`src/hdl/ndu_pkg.sv`:
```
package ndu_pkg;

  localparam int CHANNELS   = 64;
  localparam int MAX_ORDER  = 8;
  localparam int CH_W       = $clog2(CHANNELS);
  localparam int LEVEL_W    = $clog2(MAX_ORDER);
  localparam int CNT_W      = LEVEL_W + 1;
  localparam int HIST_DEPTH = CHANNELS * MAX_ORDER;
  localparam int HADDR_W    = CH_W + LEVEL_W;
  localparam int SAMPLE_W   = 24;
  localparam int PERIOD_W   = 23;
  localparam int ORDER_W    = 4;
  localparam int VAL_W      = 32;
  localparam int CFG_IDX_W  = 2;

  typedef logic [CH_W-1:0]            ch_t;
  typedef logic signed [SAMPLE_W-1:0] sample_t;
  typedef logic signed [VAL_W-1:0]    val_t;
  typedef logic [PERIOD_W-1:0]        period_t;
  typedef logic [ORDER_W-1:0]         order_t;
  typedef logic [CNT_W-1:0]           cnt_t;
  typedef logic [CFG_IDX_W-1:0]       cfg_idx_t;

  localparam cfg_idx_t CFG_DIFF_ORDER    = 2'd0;
  localparam cfg_idx_t CFG_UNWRAP_PERIOD = 2'd1;
  localparam cfg_idx_t CFG_SCALE         = 2'd2;

  localparam logic [VAL_W-1:0] SCALE_RESET = 32'h0001_0000;

  typedef enum logic [3:0] {
    ST_CLEAR,
    ST_IDLE,
    ST_RD,
    ST_DIFF,
    ST_DIVA,
    ST_DIVB,
    ST_WRAP,
    ST_MUL,
    ST_RND,
    ST_WRD,
    ST_WUP,
    ST_FIN
  } state_t;

endpackage

```
`src/hdl/ndu_rem.sv`:
```
module ndu_rem import ndu_pkg::*; (
  input  logic    clk,
  input  logic    rst,
  input  logic    start,
  input  sample_t dividend,
  input  period_t divisor,
  output logic    done,
  output sample_t remainder
);

  localparam int STEP_W = $clog2(SAMPLE_W);

  logic                busy;
  logic [STEP_W-1:0]   step;
  logic [SAMPLE_W-1:0] mag;
  logic [SAMPLE_W-1:0] rem;
  logic                neg;
  logic [SAMPLE_W-1:0] trial;
  logic [SAMPLE_W-1:0] rem_next;

  // restoring remainder, one dividend bit per cycle
  always_comb begin
    trial = {rem[SAMPLE_W-2:0], mag[SAMPLE_W-1]};
    if (trial >= {1'b0, divisor}) begin
      rem_next = trial - {1'b0, divisor};
    end else begin
      rem_next = trial;
    end
  end

  always_ff @(posedge clk) begin
    if (rst) begin
      busy <= 1'b0;
      done <= 1'b0;
      step <= '0;
    end else begin
      done <= 1'b0;
      if (start) begin
        busy <= 1'b1;
        step <= '0;
      end else if (busy) begin
        step <= step + 1'b1;
        if (step == STEP_W'(SAMPLE_W - 1)) begin
          busy <= 1'b0;
          done <= 1'b1;
        end
      end
    end
  end

  always_ff @(posedge clk) begin
    if (start) begin
      neg <= dividend[SAMPLE_W-1];
      mag <= dividend[SAMPLE_W-1] ? SAMPLE_W'(-dividend) : SAMPLE_W'(dividend);
      rem <= '0;
    end else if (busy) begin
      mag <= {mag[SAMPLE_W-2:0], 1'b0};
      rem <= rem_next;
    end
  end

  assign remainder = neg ? sample_t'(-rem) : sample_t'(rem);

endmodule

```
`config.mk`:
```
export PLATFORM = sky130hd
export DESIGN_NAME = ndu_rem
export DESIGN_NICKNAME = d
export VERILOG_FILES = /design/src/hdl/ndu_pkg.sv /design/src/hdl/ndu_rem.sv
export SDC_FILE = /design/constraint.sdc
export NUM_CORES = 1
export LEC_CHECK = 0
export ABC_AREA = 1
export BUFFER_PORTS_ARGS = -buffer_cell sky130_fd_sc_hd__buf_2
export CAP_MARGIN = 30
export CORE_ASPECT_RATIO = 1.75
export CORE_MARGIN = 5
export CORE_UTILIZATION = 30
export DETAILED_ROUTE_END_ITERATION = 8
export GPL_TIMING_DRIVEN = 0
export RECOVER_POWER = 25
export SLEW_MARGIN = 20
export SYNTH_ARGS = -nofsm -noshare
export SYNTH_HDL_FRONTEND = slang
export SYNTH_SLANG_ARGS = --single-unit
```
`constraint.sdc`:
```
create_clock -name clk -period 2.11 [get_ports clk]
set_input_delay 0.1055 -clock clk [delete_from_list [all_inputs] [get_ports clk]]
set_output_delay 0.1055 -clock clk [all_outputs]
set_load 0.02 [all_outputs]
```
==> results.sh <==
export IMPL_drc_errors_left=0
export IMPL_grt_overflow_total=0
export IMPL_flow_area_growth_from_synthesis_pct=32.2
export IMPL_route_vias_total=5822
export IMPL_power_per_cell_area_nw_per_um2=385
export IMPL_synth_main_ff_cell="dfxtp_1"
export IMPL_ctsLongestPathBuffers=2
export IMPL_worst_path_most_repeated_cell="nand2_2"
export IMPL_syn_cell_area_um2=5340
export IMPL_rsz_0062_raised_after_global_routing="yes"
export IMPL_synth_fa_ha_area_frac=0.0646
export IMPL_fp_row_count=64
export IMPL_finalHoldViolCount=0
export IMPL_xor_and_xnor_fraction_of_the_mapped_netlist_area=0.0705
export IMPL_async_reset_ff_frac=0
export IMPL_layout_drive_gt1_share=0.247
export IMPL_final_net_count=1078
export IMPL_synth_largest_area_cell="nand2_1"
export IMPL_fin_ws_ps=-48.0
export IMPL_design_power_total_w=0.00272
export IMPL_yosysSeqAreaShare=0.257
export IMPL_cts_tree="built"
export IMPL_fin_crit_ps=2160
export IMPL_crit_required_ps=2340
export IMPL_power_share_clock=0.305
export IMPL_wire_length_per_cell_um=14.4
export IMPL_postSynthRegisterBits=56
export IMPL_synth_simple_area_share=0.410
export IMPL_gp_congestion=0.980
export IMPL_area_share_of_the_leading_cell_type_in_the_synthesized_netlist=0.228
export IMPL_slowest_stage_cell_on_the_critical_path="fa_2"
export IMPL_cp_start_kind="flip-flop"
export IMPL_detailroute_wirelength_met2_mm=10.0
export IMPL_firstDrtPassIters=5
export IMPL_synth_most_common_cell="nand2_1"
export IMPL_cellLeakagePower_nw=3.65
export IMPL_grt_start_max_net_pins=17
export IMPL_post_route_period_util=1.02
export IMPL_global_route_wire_length_before_repair_mm=26.8
export IMPL_crit_path_max_incr_delay_ps=360
export IMPL_netlist_instances=891
export IMPL_muxShareOfSynthArea=0
export IMPL_switching_share=0.302
export IMPL_initial_core_util=0.305
export IMPL_port_buffers=74
export IMPL_run_status="complete, but fails checks"
export IMPL_worst_slew_margin_rel=0.558
export IMPL_synth_area_leaders="nand2_1 23%, edfxtp_1 14%, dfxtp_1 12%"
export IMPL_seqPwrFrac=0.448
export IMPL_fillCellCount=1863
export IMPL_setup_worst_path_class="reg -> reg"
export IMPL_ios=75
export IMPL_clock_net_sink_count=56
export IMPL_ys_types=41
export IMPL_worst_skew_pair_late_latency_ps=300
export IMPL_maxClockFrequency_ghz=0.463
export IMPL_critical_path_arrival_ps=2390
export IMPL_report_final_setup_viol=16
export IMPL_ys_warn_count=0
export IMPL_clock_tree_htree_level_count=2
export IMPL_antenna_diode_count=0
export IMPL_place_detailed_hpwl_mm=13.8
export IMPL_max_cap_viol_count=0
export IMPL_synth_compound_area_share=0.0700
export IMPL_intPower_w=0.00190
export IMPL_antenna_found_initial=0
export IMPL_detail_route_wirelength_met1_mm=5.92
export IMPL_timing_critical_path_cells="inv_2 > ha_4 > fa_2 > inv_2 > nand2_2 > nand2_2 > nand3_2 > nand3_2 > nand2_2 > nand2_2 > nand2_4 > buf_12 > clkbuf_16 > nand2_1 > nand3_1 > nand2_1"
export IMPL_irDropWorstVdd_mv=0.323
export IMPL_fp_dieH_um=187
export IMPL_routed_wl_mm=17.7
export IMPL_worst_clock_skew_on_the_final_layout_ps=10.9
export IMPL_synth_nets=968
export IMPL_worstPathMaxFanout=5
export IMPL_worst_slack_placed_ps=-354
export IMPL_core_area_um2=17500
export IMPL_groute_usage_overall=0.161
export IMPL_top_layer="met4"
export IMPL_timing_worst_slew_pin_value_ps=663
export IMPL_syn_avg_cell_area_um2=6.00
export IMPL_route_met3_wl_um=669
export IMPL_synth_edff_count=25
export IMPL_dominant_combinational_cell_family_by_area_after_synthesis="simple AND/OR/NAND/NOR gates"
export IMPL_die_area_um2=20700
export IMPL_cts_buffers=5
export IMPL_total_switching_power_w=0.000820
export IMPL_synthTopCellsByCount="325 x nand2_1, 154 x inv_1, 83 x nor2_1"
export IMPL_fin_hold_ws_ps=70.2
export IMPL_worst_setup_path_end_kind="flip-flop"
export IMPL_floorplan_die_width_um=111
export IMPL_hold_path_class="in -> reg"
export IMPL_postRouteAntennaNets=0
export IMPL_failing_checks="setup timing"
export IMPL_first_global_vias=5655
export IMPL_vias_per_cell=4.72
export IMPL_clk_pin_slew_ps=80
export IMPL_slew_violations=0
export IMPL_cts_root_buffer_cell="clkbuf_16"
export IMPL_drtIter0Drc=177
export IMPL_comb_power_share=0.247
## layer usage
metal,GRT usage,vias to the layer above
met3,0.0214,55
met4,0.107,0
met1,0.143,2637
met5,0,-
met2,0.326,133
li1,-,2997
## layout by cell type (no fill, tap or decap), drive strengths merged
master and n:
xor2 31, fa 1, edfxtp 25, dlygate4sd3 1, a21oi 27, a211oi 1
nand3b 6, dfxtp 31, o21bai 2, nor4 6, xnor2 12, a311oi 1
inv 154, o21a 1, nor2 85, nand2 328, a21o 1, a31oi 7
o21ai 26, o31ai 1, and2 2, clkinvlp 2, clkbuf 26, nor3 11
clkinv 2, nand3 71, nand4 10, buf 100, ha 26, or2 5
## cell type report
type / count / area (µm²) / share of cell area
plain buffers: 18 / 126 / 0.0179
clock buffers: 7 / 133 / 0.0188
clock inverters: 1 / 5.00 / 0.000709
inverters: 156 / 607 / 0.0859
multi-input cells: 661 / 3780 / 0.535
flip-flops and latches: 56 / 1410 / 0.200
well taps: 231 / 289 / 0.0409
repair buffers: 102 / 706 / 0.0999
repair inverters: 1 / 7.51 / 0.00106
## repair_timing
action                                 in CTS  in global routing
setup endpoints to repair                  62                 39
pin swaps                                  12                 43
cloned                                      2                  3
endpoints found under the hold margin       1                  0
resized for setup                          61                115
hold buffers                                1                  0
buffers inserted                           11                 13
## flip-flops by register name (all words and copies together), names as in the netlist
name / cells
neg: 1
busy: 1
done: 1
rem: 24
step: 5
mag: 24
## worst max-delay path, delay by kind of cell (launching register included)
kind                       cells  cell delay (ps)
adders and majority gates      2              520
buffers and inverters          4              460
DFF                            1              350
and+or+nand+nor               10              770
## power groups by stage
stage	Combinational, W	Sequential (W)	Clock, W
3_5_place_dp	0.000569	0.00125	0
5_1_grt	0.000744	0.00122	0.000890
6_report	0.000672	0.00122	0.000828
3_3_place_gp	0.000567	0.00125	0
2_1_floorplan	0.000373	0.00125	0
4_1_cts	0.000620	0.00123	0.000852
## stage by stage
step	instance area, µm²	utilization	TNS (ps)	instances
floorplan	5340	-	0	891
global placement	6000	0.342	-11790	1196
detailed placement	6000	0.342	-12920	1196
CTS	6480	0.369	-235	1218
global route	7060	0.403	-2530	1233
finish	7060	0.403	-371	1233
## kinds of logic after synthesis
| family | Yosys count |
|---|---|
| xor+xnor | 43 |
| compound gates | 67 |
| buf+inv | 174 |
| simple gates | 524 |
| fa+ha+maj | 27 |
| flops | 56 |
## path summary, 6_finish.rpt
path	start	to	slack, ps	cells after the start
max	mag[23]	rem[2]	-50	16
min	dividend[0]	mag[0]	70	3
max reg2reg	mag[23]	rem[2]	-50	16
min reg2reg	rem[20]	rem[20]	470	2
Power figures use the tool's default switching activity.
